`config.mk`:
```
export PLATFORM = sky130hd
export DESIGN_NAME = min_partition_difference_flat
export DESIGN_NICKNAME = d
export VERILOG_FILES = /design/src/rtl/mpd_pkg.sv /design/src/rtl/mpd_channels.sv /design/src/rtl/mpd_datapath.sv /design/src/rtl/mpd_controller.sv /design/src/rtl/min_partition_difference.sv /design/src/flat_wrapper.sv
export SDC_FILE = /design/constraint.sdc
export NUM_CORES = 1
export LEC_CHECK = 0
export BUFFER_PORTS_ARGS = -buffer_cell sky130_fd_sc_hd__buf_4
export CELL_PAD_IN_SITES_DETAIL_PLACEMENT = 0
export CELL_PAD_IN_SITES_GLOBAL_PLACEMENT = 1
export CORE_MARGIN = 4
export CORE_UTILIZATION = 50
export CTS_BUF_LIST = sky130_fd_sc_hd__clkbuf_4
export DETAILED_ROUTE_END_ITERATION = 8
export GPL_TIMING_DRIVEN = 0
export PLACE_DENSITY = 0.81
export REMOVE_ABC_BUFFERS = 1
export SLEW_MARGIN = 0
export SYNTH_ARGS = -nofsm -noshare
export SYNTH_HDL_FRONTEND = slang
export SYNTH_HIERARCHICAL = 1
export SYNTH_SLANG_ARGS = --single-unit
```
`constraint.sdc`:
```
create_clock -name clock -period 5.03 [get_ports clock]
set_input_delay 1.006 -clock clock [delete_from_list [all_inputs] [get_ports clock]]
set_output_delay 1.006 -clock clock [all_outputs]
set_load 0.03 [all_outputs]
```
`src/rtl/mpd_pkg.sv`:
```
// Package for the minimum partition difference block: sizes, data types,
// controller states and the command and status structs.
// Depends on nothing; every other file of the block imports it.
`timescale 1ns / 1ps
`default_nettype none

package mpd_pkg;

   localparam int MAX_ITEMS   = 16;
   localparam int WEIGHT_BITS = 20;
   localparam int OUT_BITS    = 24;

   localparam int COUNT_BITS = $clog2(MAX_ITEMS + 1);
   localparam int INDEX_BITS = (MAX_ITEMS > 1) ? $clog2(MAX_ITEMS) : 1;
   localparam int SUM_BITS   = WEIGHT_BITS + $clog2(MAX_ITEMS + 1);
   localparam int DIFF_BITS  = SUM_BITS + 1;
   localparam int LIMIT_BITS = MAX_ITEMS + 1;
   localparam int WIDE_BITS  = SUM_BITS + OUT_BITS;

   typedef logic [WEIGHT_BITS-1:0] weight_type;
   typedef logic [COUNT_BITS-1:0]  count_type;
   typedef logic [INDEX_BITS-1:0]  index_type;
   typedef logic [MAX_ITEMS-1:0]   mask_type;
   typedef logic [SUM_BITS-1:0]    sum_type;
   typedef logic signed [DIFF_BITS-1:0] diff_type;
   typedef logic [OUT_BITS-1:0]    result_type;

   localparam result_type OUT_MAX = '1;

   typedef enum logic [1:0] {
      ST_LOAD,
      ST_COMPARE,
      ST_UPDATE
   } state_type;

   typedef struct packed {
      logic load;     // a weight word is accepted
      logic start;    // the accepted word closes the set
      logic compare;  // fold |D| into the minimum and step the Gray code
      logic update;   // apply the flipped weight to D
      logic finish;   // capture the result word
   } cmd_type;

   typedef struct packed {
      logic last_mask;  // the split under test is the final one
   } status_type;

   // Index of the lowest set bit; this is the bit that flips between
   // consecutive Gray codes.
   function automatic index_type trailing_zeros(mask_type value);
      index_type pos;
      pos = '0;
      for (int i = MAX_ITEMS - 1; i >= 0; i--) begin
         if (value[i]) begin
            pos = INDEX_BITS'(i);
         end
      end
      return pos;
   endfunction

endpackage

`default_nettype wire

```
`src/rtl/mpd_channels.sv`:
```
// Channel interfaces of the minimum partition difference block: the weight
// input channel and the result channel, each with valid/ready.
// Depends on mpd_pkg.
`timescale 1ns / 1ps
`default_nettype none

interface mpd_req_if;
   import mpd_pkg::*;

   logic       valid;
   logic       ready;
   weight_type weight;
   logic       is_last;

   modport source (output valid, output weight, output is_last, input ready);
   modport sink (input valid, input weight, input is_last, output ready);
endinterface

interface mpd_rsp_if;
   import mpd_pkg::*;

   logic       valid;
   logic       ready;
   result_type min_difference;

   modport source (output valid, output min_difference, input ready);
   modport sink (input valid, input min_difference, output ready);
endinterface

`default_nettype wire

```
`src/rtl/mpd_datapath.sv`:
```
// Datapath of the minimum partition difference block: weight memory, set
// total, running signed difference, Gray-code split counter and minimum.
// Depends on mpd_pkg.
`timescale 1ns / 1ps
`default_nettype none

module mpd_datapath (
   input  wire                  clock,
   input  wire                  reset,
   input  mpd_pkg::cmd_type     cmd,
   input  mpd_pkg::weight_type  weight,
   output mpd_pkg::status_type  status,
   output mpd_pkg::result_type  min_difference
);
   import mpd_pkg::*;

   weight_type store_mem [MAX_ITEMS];
   weight_type rd_data_ff;

   count_type  count_ff, count_in;
   sum_type    total_ff, total_in;
   count_type  size_ff, size_in;
   diff_type   diff_ff, diff_in;
   sum_type    best_ff, best_in;
   mask_type   step_ff, step_in;
   mask_type   gray_ff, gray_in;
   logic       add_ff, add_in;
   result_type result_ff, result_in;

   logic                    store_ok;
   sum_type                 total_added;
   mask_type                next_step;
   index_type               rd_index;
   logic [DIFF_BITS-1:0]    diff_mag;
   sum_type                 best_next;
   diff_type                twice_weight;
   logic [LIMIT_BITS-1:0]   step_limit;

   assign store_ok    = count_ff < COUNT_BITS'(MAX_ITEMS);
   assign total_added = store_ok ? total_ff + SUM_BITS'(weight) : total_ff;
   assign next_step   = step_ff + MAX_ITEMS'(1);
   assign rd_index    = trailing_zeros(next_step);

   assign diff_mag  = diff_ff[DIFF_BITS-1] ? DIFF_BITS'(-diff_ff) : DIFF_BITS'(diff_ff);
   assign best_next = (diff_mag[SUM_BITS-1:0] < best_ff) ? diff_mag[SUM_BITS-1:0] : best_ff;

   assign twice_weight = $signed(DIFF_BITS'({rd_data_ff, 1'b0}));

   assign step_limit       = (LIMIT_BITS'(1) << size_ff) - LIMIT_BITS'(1);
   assign status.last_mask = {1'b0, step_ff} == step_limit;

   assign min_difference = result_ff;

   // Weight memory: one write port on load, one registered read port.
   always_ff @(posedge clock) begin
      if (cmd.load && store_ok) begin
         store_mem[count_ff[INDEX_BITS-1:0]] <= weight;
      end
      rd_data_ff <= store_mem[rd_index];
   end

   always_comb begin
      count_in  = count_ff;
      total_in  = total_ff;
      size_in   = size_ff;
      diff_in   = diff_ff;
      best_in   = best_ff;
      step_in   = step_ff;
      gray_in   = gray_ff;
      add_in    = add_ff;
      result_in = result_ff;

      if (cmd.load) begin
         count_in = store_ok ? count_ff + COUNT_BITS'(1) : count_ff;
         total_in = total_added;
      end
      if (cmd.start) begin
         // Split zero puts every weight in the second group: D = -total.
         size_in  = store_ok ? count_ff + COUNT_BITS'(1) : count_ff;
         count_in = '0;
         total_in = '0;
         diff_in  = -$signed(DIFF_BITS'(total_added));
         best_in  = '1;
         step_in  = '0;
         gray_in  = '0;
      end
      if (cmd.compare) begin
         best_in = best_next;
         if (!status.last_mask) begin
            step_in           = next_step;
            add_in            = !gray_ff[rd_index];
            gray_in[rd_index] = !gray_ff[rd_index];
         end
      end
      if (cmd.update) begin
         diff_in = add_ff ? diff_ff + twice_weight : diff_ff - twice_weight;
      end
      if (cmd.finish) begin
         result_in = (WIDE_BITS'(best_next) > WIDE_BITS'(OUT_MAX)) ?
                     OUT_MAX : OUT_BITS'(best_next);
      end
   end

   always_ff @(posedge clock) begin
      if (reset) begin
         count_ff <= '0;
         total_ff <= '0;
      end else begin
         count_ff <= count_in;
         total_ff <= total_in;
      end
   end

   always_ff @(posedge clock) begin
      size_ff   <= size_in;
      diff_ff   <= diff_in;
      best_ff   <= best_in;
      step_ff   <= step_in;
      gray_ff   <= gray_in;
      add_ff    <= add_in;
      result_ff <= result_in;
   end

endmodule

`default_nettype wire

```
`src/rtl/mpd_controller.sv`:
```
// Controller of the minimum partition difference block: sequences loading
// and the split search, and owns both channel handshakes.
// Depends on mpd_pkg.
`timescale 1ns / 1ps
`default_nettype none

module mpd_controller (
   input  wire                  clock,
   input  wire                  reset,
   input  wire                  req_valid,
   input  wire                  req_is_last,
   output logic                 req_ready,
   output logic                 rsp_valid,
   input  wire                  rsp_ready,
   input  mpd_pkg::status_type  status,
   output mpd_pkg::cmd_type     cmd
);
   import mpd_pkg::*;

   state_type state_ff, state_in;
   logic      out_valid_ff, out_valid_in;
   logic      accept;
   logic      out_free;

   assign accept   = req_valid && req_ready;
   assign out_free = !out_valid_ff || rsp_ready;

   // Next state.
   always_comb begin
      state_in = state_ff;
      case (state_ff)
         ST_LOAD: begin
            if (accept && req_is_last) begin
               state_in = ST_COMPARE;
            end
         end
         ST_COMPARE: begin
            if (status.last_mask) begin
               if (out_free) begin
                  state_in = ST_LOAD;
               end
            end else begin
               state_in = ST_UPDATE;
            end
         end
         ST_UPDATE: begin
            state_in = ST_COMPARE;
         end
         default: begin
            state_in = ST_LOAD;
         end
      endcase
   end

   // Outputs.
   always_comb begin
      req_ready   = 1'b0;
      cmd         = '0;
      case (state_ff)
         ST_LOAD: begin
            req_ready = 1'b1;
            cmd.load  = accept;
            cmd.start = accept && req_is_last;
         end
         ST_COMPARE: begin
            cmd.compare = 1'b1;
            cmd.finish  = status.last_mask && out_free;
         end
         ST_UPDATE: begin
            cmd.update = 1'b1;
         end
         default: begin
            req_ready = 1'b0;
         end
      endcase
   end

   always_comb begin
      if (cmd.finish) begin
         out_valid_in = 1'b1;
      end else if (rsp_ready) begin
         out_valid_in = 1'b0;
      end else begin
         out_valid_in = out_valid_ff;
      end
   end

   assign rsp_valid = out_valid_ff;

   always_ff @(posedge clock) begin
      if (reset) begin
         state_ff     <= ST_LOAD;
         out_valid_ff <= 1'b0;
      end else begin
         state_ff     <= state_in;
         out_valid_ff <= out_valid_in;
      end
   end

endmodule

`default_nettype wire

```
`src/rtl/min_partition_difference.sv`:
```
// Top level of the minimum partition difference block: joins the controller
// and the datapath to the weight and result channels.
// Depends on mpd_pkg, mpd_channels, mpd_controller and mpd_datapath.
//
// Usage: weights arrive on the request channel, one word per accepted
// handshake, and are stored in order, up to MAX_ITEMS of them; further words
// of the same set are dropped. A word with is_last set closes the set and
// starts the search over every split of the stored weights into two groups.
// Splits are visited in Gray-code order, so each step flips one weight from
// one group to the other and adjusts a running signed difference by twice
// that weight. Each split takes a compare step, which folds the difference
// into the minimum and reads the next flipped weight from memory, and an
// update step, which applies that weight to the difference. Loading
// runs at one word per cycle; the request channel is not ready during the
// search. The result sits in an output register, so a new set may load while
// the previous result waits; if the receiver still stalls when the next
// search ends, that search holds until the result word is taken.
// Reset is synchronous and active high: it empties the set, drops any
// pending result and returns to loading. The weight memory is not cleared.
`timescale 1ns / 1ps
`default_nettype none

module min_partition_difference (
   input wire         clock,
   input wire         reset,
   mpd_req_if.sink    req_chan,
   mpd_rsp_if.source  rsp_chan
);
   import mpd_pkg::*;

   cmd_type    cmd;
   status_type status;
   result_type result;

   mpd_controller u_controller (
      .clock       (clock),
      .reset       (reset),
      .req_valid   (req_chan.valid),
      .req_is_last (req_chan.is_last),
      .req_ready   (req_chan.ready),
      .rsp_valid   (rsp_chan.valid),
      .rsp_ready   (rsp_chan.ready),
      .status      (status),
      .cmd         (cmd)
   );

   mpd_datapath u_datapath (
      .clock          (clock),
      .reset          (reset),
      .cmd            (cmd),
      .weight         (req_chan.weight),
      .status         (status),
      .min_difference (result)
   );

   // The result word is held in the datapath's output register.
   assign rsp_chan.min_difference = result;

endmodule

`default_nettype wire

```
`src/flat_wrapper.sv`:
```
// flat-port wrapper written by rule: the top's interface ports become plain ports
module min_partition_difference_flat import mpd_pkg::*;
  (clock, reset, req_chan_valid, req_chan_weight, req_chan_is_last, req_chan_ready, rsp_chan_valid, rsp_chan_min_difference, rsp_chan_ready);
  mpd_req_if req_chan_i ();
  mpd_rsp_if rsp_chan_i ();
  input wire clock;
  input wire reset;
  input wire logic [$bits(req_chan_i.valid)-1:0] req_chan_valid;
  input wire logic [$bits(req_chan_i.weight)-1:0] req_chan_weight;
  input wire logic [$bits(req_chan_i.is_last)-1:0] req_chan_is_last;
  output wire logic [$bits(req_chan_i.ready)-1:0] req_chan_ready;
  output wire logic [$bits(rsp_chan_i.valid)-1:0] rsp_chan_valid;
  output wire logic [$bits(rsp_chan_i.min_difference)-1:0] rsp_chan_min_difference;
  input wire logic [$bits(rsp_chan_i.ready)-1:0] rsp_chan_ready;
  assign req_chan_i.valid = req_chan_valid;
  assign req_chan_i.weight = req_chan_weight;
  assign req_chan_i.is_last = req_chan_is_last;
  assign req_chan_ready = req_chan_i.ready;
  assign rsp_chan_valid = rsp_chan_i.valid;
  assign rsp_chan_min_difference = rsp_chan_i.min_difference;
  assign rsp_chan_i.ready = rsp_chan_ready;
  min_partition_difference u_core (.clock(clock), .reset(reset), .req_chan(req_chan_i), .rsp_chan(rsp_chan_i));
endmodule
```
==> flow_metrics.tcl, run 1 <==
set metrics [dict create \
    met2WireLength_um 29300 \
    grt_pass1_wl_um 96300 \
    cts_root_buffer "clkbuf_4" \
    period_share_pct 92.3 \
    crit_path_end_kind "flip-flop" \
    cpPeakStageDelay_ns 0.42 \
    fin_tns_setup_ns 0 \
    muxShareOfSynthArea_pct 8.15 \
    synthTopCellsByArea "edfxtp_1, dfxtp_1, mux2i_1" \
    finalMaxSlewViolations 0 \
    grt_max_degree 57 \
    yosysWarnings 6 \
    num_io_pins 51 \
    synth_cell_types 91 \
    yosys.area_share.simple_pct 12.3 \
    worstPathArrival_ns 5.27 \
    netlist.area_leader.share_pct 47.3 \
    netlist_top_cells_count "edfxtp_1, nand2_1, nor2_1" \
    hold_class "in2reg" \
    highest_layer "met4" \
    drc 0 \
    dieWidth_um 234 \
    dr_wl_met3_um 3910 \
    drive_above_1_share_pct 18.0 \
    clock-sinks 486 \
    syn_inst 2286 \
    grt_pass1_vias 17699 \
    fin_skew_ns 0.0459 \
    reg2reg_slack_ns 0.39 \
    yosysMostFrequentCell "edfxtp_1" \
    grt_util_all_layers_pct 22.8 \
    die_h_um 234 \
    hold_viol_final 0 \
    maxCapViolCount 0 \
    whs_ns 0.271 \
    via_per_inst 5.87 \
    synth_compound_area_share_pct 13.9 \
    power.density_nw_per_um2 350 \
    start_kind "flip-flop" \
    clkLatencyLatePin_ns 0.96 \
    cts_buffers 132 \
    vdd_drop_max_mv 0.277 \
    max_freq_mhz 215 \
    synth_edf_count 401 \
    synth_area_um2 25400 \
    synth-xor-area-share_pct 4.20 \
    syn_area_per_cell_um2 11.1 \
    cp.required_ns 5.65 \
    dp_cells 2903 \
    std_cell_rows 82 \
    htreeDepth 4 \
    path_cells "inv_1, nand2_1, or4_1, or2_2, nand2b_1, or3_1, nand2b_1, o21ai_0, xor2_1, inv_1, ha_1, a21o_1, a21oi_1, o21ai_1, a21o_2, buf_16, nand2_1, o211ai_1" \
    ys_ff_latch 486 \
    syn2layout_area_growth_pct 12.6 \
    fin_nets 2480 \
    path_delay_family "simple AND/OR/NAND/NOR gates" \
    period_needed_ns 4.64 \
    routedWlPerCell_um 20.0 \
    pre_cts_ws_ns -0.753 \
    die-area_um2 54600 \
    yosys.area_share.adder_pct 3.94 \
    finalPower_mw 10.0 \
    grt-ovfl-total 0 \
    clk_path_buf_depth 3 \
    drt-pass1-iter-count 5 \
    start_util_pct 50.6 \
    worst_pin_slew_ns 1.13 \
    io_buffers 50 \
    synth_ff_type "edfxtp_1" \
    crit_type "reg2reg" \
    cts_tree "yes" \
    grt_setup_unrepaired "false" \
    synth_top_family_by_area "compound AO/OA/AOI/OAI gates" \
    relSlewSlack_pct 24.5 \
    routed-via-count 18500 \
    wl_um 63100 \
    core_um2 50300 \
    finalSetupViolCount 0 \
    yosys.area.top_type "edfxtp_1" \
    p_leak_nw 10.7 \
    yosysSeqAreaShare_pct 54.0 \
    final.setup.worst_slack_ns 0.386 \
    critPathSlowestCell "or4_1" \
    finalNonFillerCells 3152 \
    run_status "completed" \
    crit_path_max_fanout 30 \
    wl_met1_um 28000 \
    antenna_found_initial 2 \
    dpl.hpwl_um 40100 \
    drt_iter0_markers 1330 \
    ant_nets 0 \
    ctsHoldBuffers 0 \
    async_reset_ff_share_pct 0 \
    place.gp.congestion 0.887 \
    cp_num_buf_inv 3 \
    clkTransAtPathRegs_ns 0.07 \
]
worst paths after layout:
path	from	endpoint	cells past startpoint
worst min register to register	u_core/u_datapath/gray_ff[9]	u_core/u_datapath/gray_ff[9]	2
worst min-delay path	reset	u_core/u_controller/state_ff[0]	2
worst max-delay path	u_core/u_datapath/diff_ff[0]	u_core/u_datapath/best_ff[3]	18
worst max register to register	u_core/u_datapath/diff_ff[0]	u_core/u_datapath/best_ff[3]	18
placed cells by master, fill, tap and decap left out, types with 41 or more instances in the layout:
master and count:
clkbuf_4 198, a21oi_1 113, dfxtp_1 84, ha_1 77
o211ai_1 87, inv_1 85, buf_4 57, nor3_1 71
edfxtp_1 401, mux2_2 82, nor2_1 145, xor2_1 56
a31oi_1 41, xnor2_1 65, nand2_1 224, o21ai_0 83
mux2i_1 115
worst reg2reg max path: cells and delay by family (launching register included):
family / cells / cell delay [ns]
XOR/XNOR: 1 / 0.29
adder cells (fa/ha/maj): 1 / 0.30
AO/OA/AOI/OAI: 6 / 1.14
buffers and inverters: 3 / 0.46
flip-flops: 1 / 0.41
AND/OR/NAND/NOR: 7 / 1.73
power by group:
group,switching [mW],internal (mW)
clock network,1.63,2.01
logic,1.03,0.713
registers,0.143,4.50
state kept, by name, indices dropped and copies added, names as in the netlist, 2 cells and up:
name                              cells
u_core/u_controller/state_ff          2
u_core/u_datapath/best_ff            25
u_core/u_datapath/count_ff            5
u_core/u_datapath/diff_ff            26
u_core/u_datapath/gray_ff            16
u_core/u_datapath/min_difference     24
u_core/u_datapath/rd_data_ff         20
u_core/u_datapath/size_ff             5
u_core/u_datapath/step_ff            16
u_core/u_datapath/store_mem         320
u_core/u_datapath/total_ff           25
layout make-up:
cell class,instances,area [um2]
antenna,7,17.5
clock inverter,33,260
tap,672,841
sequential,486,13700
clock buffer,198,1490
fill,4169,21600
inverter,86,323
multi-input combinational,1585,11000
timing repair buffer,85,960
through the flow:
stage | area (um2) | util, %
global route | 28700 | 57.0
detailed placement | 26800 | 53.3
floorplan | 24900 | -
finish | 28700 | 57.0
CTS | 28500 | 56.8
global placement | 26100 | 51.9
timing repair:
action / CTS / global route
pin swaps: 1 / 2
setup endpoints to repair: 30 / 43
buffers inserted: 2 / 5
gates resized for setup: 0 / 4
gates cloned: 1 / 3
cells by family after synthesis:
group           Yosys count
simple gates            657
compound gates          526
flops                   486
buf+inv                 219
mux                     197
xor+xnor                122
fa+ha+maj                79
metal layers:
metal	global-route usage [%]	up-vias
met2	36.5	544
met3	5.55	124
li1	-	8863
met5	0	-
met4	9.71	0
met1	29.6	8969
Note: power is estimated with default switching activity, not from simulation.
==> run 2, diff against run 1 <==
GPL_TIMING_DRIVEN = default   (was 0)
==> run 2 against run 1 <==
Effect of this change: largest power group unchanged; via count is 0.63% higher; sequential share of layout area rose by 0.15 points; cell area shrank 0.33%; maximum frequency rose by 2.2%; highest routed layer unchanged; critical path type unchanged; register-to-register slack improved by 0.10 ns; die area unchanged; largest cell class unchanged; worst hold slack got worse by 0.039 ns.
==> flow_metrics.tcl, run 2 (synthesized netlist as in run 1, its figures left out) <==
set metrics [dict create \
    reg2reg_slack_ns 0.49 \
    clkLatencyLatePin_ns 0.97 \
    crit_path_frequent_cell "o21ai_0" \
    ant_nets 0 \
    wl_um 63200 \
    worstPathArrival_ns 5.37 \
    drc 0 \
    clk_path_buf_depth 3 \
    std_cell_rows 82 \
    critPathSlowestCell "nor3_1" \
    multi_input_area_um2 10900 \
    period_needed_ns 4.54 \
    mostFrequentLayoutCells "edfxtp_1, nand2_1, clkbuf_4" \
    drive_above_1_share_pct 18.6 \
    via_per_inst 5.86 \
    num_io_pins 51 \
    clkPwrFrac_pct 36.7 \
    p_sw_mw 2.82 \
    largest_reg_flops 320 \
    cp.required_ns 5.85 \
    hp-start "reset" \
    fin_skew_ns 0.0696 \
    reg2reg_to "u_core/u_datapath/step_ff[3]" \
    fillerInstances 4289 \
    fin_nets 2508 \
    hold_viol_final 0 \
    path_delay_family "simple AND/OR/NAND/NOR gates" \
    max_freq_mhz 220 \
    sw_frac_of_total_pct 27.9 \
    worst_pin_slew_ns 1.02 \
    r2r-start "u_core/u_datapath/size_ff[1]" \
    grt-ovfl-total 0 \
    htreeDepth 4 \
    crit_path_max_fanout 13 \
    cts_root_buffer "clkbuf_4" \
    routed-via-count 18617 \
    whs_ns 0.231 \
    routedWlPerCell_um 19.9 \
    fin_util_pct 56.8 \
    die_h_um 234 \
    path_cells "nor3_1, nand3_1, ha_1, or4_1, o21ai_0, a22oi_1, xnor2_1, or4_4, o41ai_4, inv_2, nor2_2, o21ai_0, o31ai_1" \
    hold_class "in2reg" \
    ctsResizeCount 0 \
    ctsHoldBuffers 0 \
    grt_util_all_layers_pct 23.1 \
    grt_pass1_vias 17850 \
    power.share.sequential_pct 45.6 \
    p_comb_share_pct 17.6 \
    finalMaxSlewViolations 0 \
    period_share_pct 90.4 \
    layout_commonest_cell "edfxtp_1" \
    drt-pass1-iter-count 6 \
    place.gp.congestion 0.944 \
    place_area_um2 26800 \
    crit_path_end_kind "flip-flop" \
    grt_max_degree 107 \
    relSlewSlack_pct 31.6 \
    power.internal_mw 7.30 \
    start_util_pct 50.6 \
    drt_iter0_markers 1469 \
    core_um2 50300 \
    p_leak_nw 10.8 \
    min_to "u_core/u_controller/state_ff[0]" \
    io_buffers 50 \
    cts_tree "yes" \
    post-cts-setup-buffer-count 0 \
    dieWidth_um 234 \
    final-seq-area_um2 13700 \
    grt_setup_unrepaired "false" \
    run_status "completed" \
    antenna_found_initial 3 \
    holdPathStages 2 \
    maxCapViolCount 0 \
    fin_tns_setup_ns 0 \
    clock-sinks 486 \
    finalPower_mw 10.1 \
    cp_num_buf_inv 1 \
    finalSetupViolCount 0 \
    die-area_um2 54600 \
    syn2layout_area_growth_pct 12.2 \
    crit_type "reg2reg" \
    grt_pass1_wl_um 98300 \
    clkTransAtPathRegs_ns 0.06 \
    finalInstanceArea_um2 28600 \
    dpl.hpwl_um 41400 \
    cpPeakStageDelay_ns 0.62 \
    vdd_drop_max_mv 0.284 \
    reg2reg_depth 13 \
    cts_buffers 132 \
    power.density_nw_per_um2 354 \
    start_kind "flip-flop" \
]
run 2: changes by cell type in the layout (fill, tap and decap cells not counted), moves of 4 or more:
cell	before	now
buf_12	0	6
nor2_4	10	0
nor2_2	4	14
buf_6	7	0
buf_4	57	111
clkbuf_4	198	194
clkinv_1	18	24
diode_2	7	2
buf_16	11	0
buf_8	10	0
run 2: worst max path at each step:
stage,from,to,slack [ns],cells after the start
2_1_floorplan,u_core/u_datapath/step_ff[0],u_core/u_datapath/add_ff,-2.64,9
3_3_place_gp,req_chan_weight[0],u_core/u_datapath/diff_ff[22],0.23,13
3_5_place_dp,req_chan_weight[0],u_core/u_datapath/diff_ff[22],0.15,13
4_1_cts,u_core/u_datapath/size_ff[1],u_core/u_datapath/step_ff[3],0.49,13
5_1_grt,u_core/u_datapath/size_ff[1],u_core/u_datapath/step_ff[2],0.09,13
6_report,u_core/u_datapath/size_ff[1],u_core/u_datapath/step_ff[3],0.49,13
run 2: power by group through the flow:
stage	combinational, mW	sequential (mW)	clock (mW)
global placement	1.73	4.70	0
floorplan	1.27	4.67	0
CTS	1.77	4.62	3.85
global route	1.98	4.63	4.07
detailed placement	1.76	4.70	0
finish	1.78	4.62	3.72
run 2: layer usage:
| metal | up-vias | wire length [um] | global-route usage [%] |
|---|---|---|---|
| li1 | 8886 | - | - |
| met1 | 9071 | 28300 | 31.0 |
| met2 | 562 | 29600 | 37.0 |
| met3 | 98 | 3580 | 4.89 |
| met4 | 0 | 1760 | 8.97 |
| met5 | - | 0 | 0 |
run 2: final cells by class:
cell class	instances	share of cell area (%)
sequential	486	48.1
multi-input combinational	1581	38.2
clock buffer	194	5.10
timing repair buffer	117	3.34
tap	672	2.94
clock inverter	41	1.17
inverter	86	1.13
antenna	2	0.0175
run 2: worst register-to-register path: stages, from the launching register on:
cell,delay (ns)
edfxtp_1,0.38
nor3_1,0.62
nand3_1,0.16
ha_1,0.36
or4_1,0.48
o21ai_0,0.16
a22oi_1,0.10
xnor2_1,0.15
or4_4,0.45
o41ai_4,0.51
inv_2,0.24
nor2_2,0.53
o21ai_0,0.18
o31ai_1,0.10
run 2: metrics by stage:
step / worst slack (ns) / instances
2_1_floorplan: -2.64 / 2153
3_3_place_gp: 0.234 / 2942
3_5_place_dp: 0.150 / 2942
4_1_cts: 0.490 / 3177
5_1_grt: 0.0916 / 3179
6_report: 0.485 / 3179
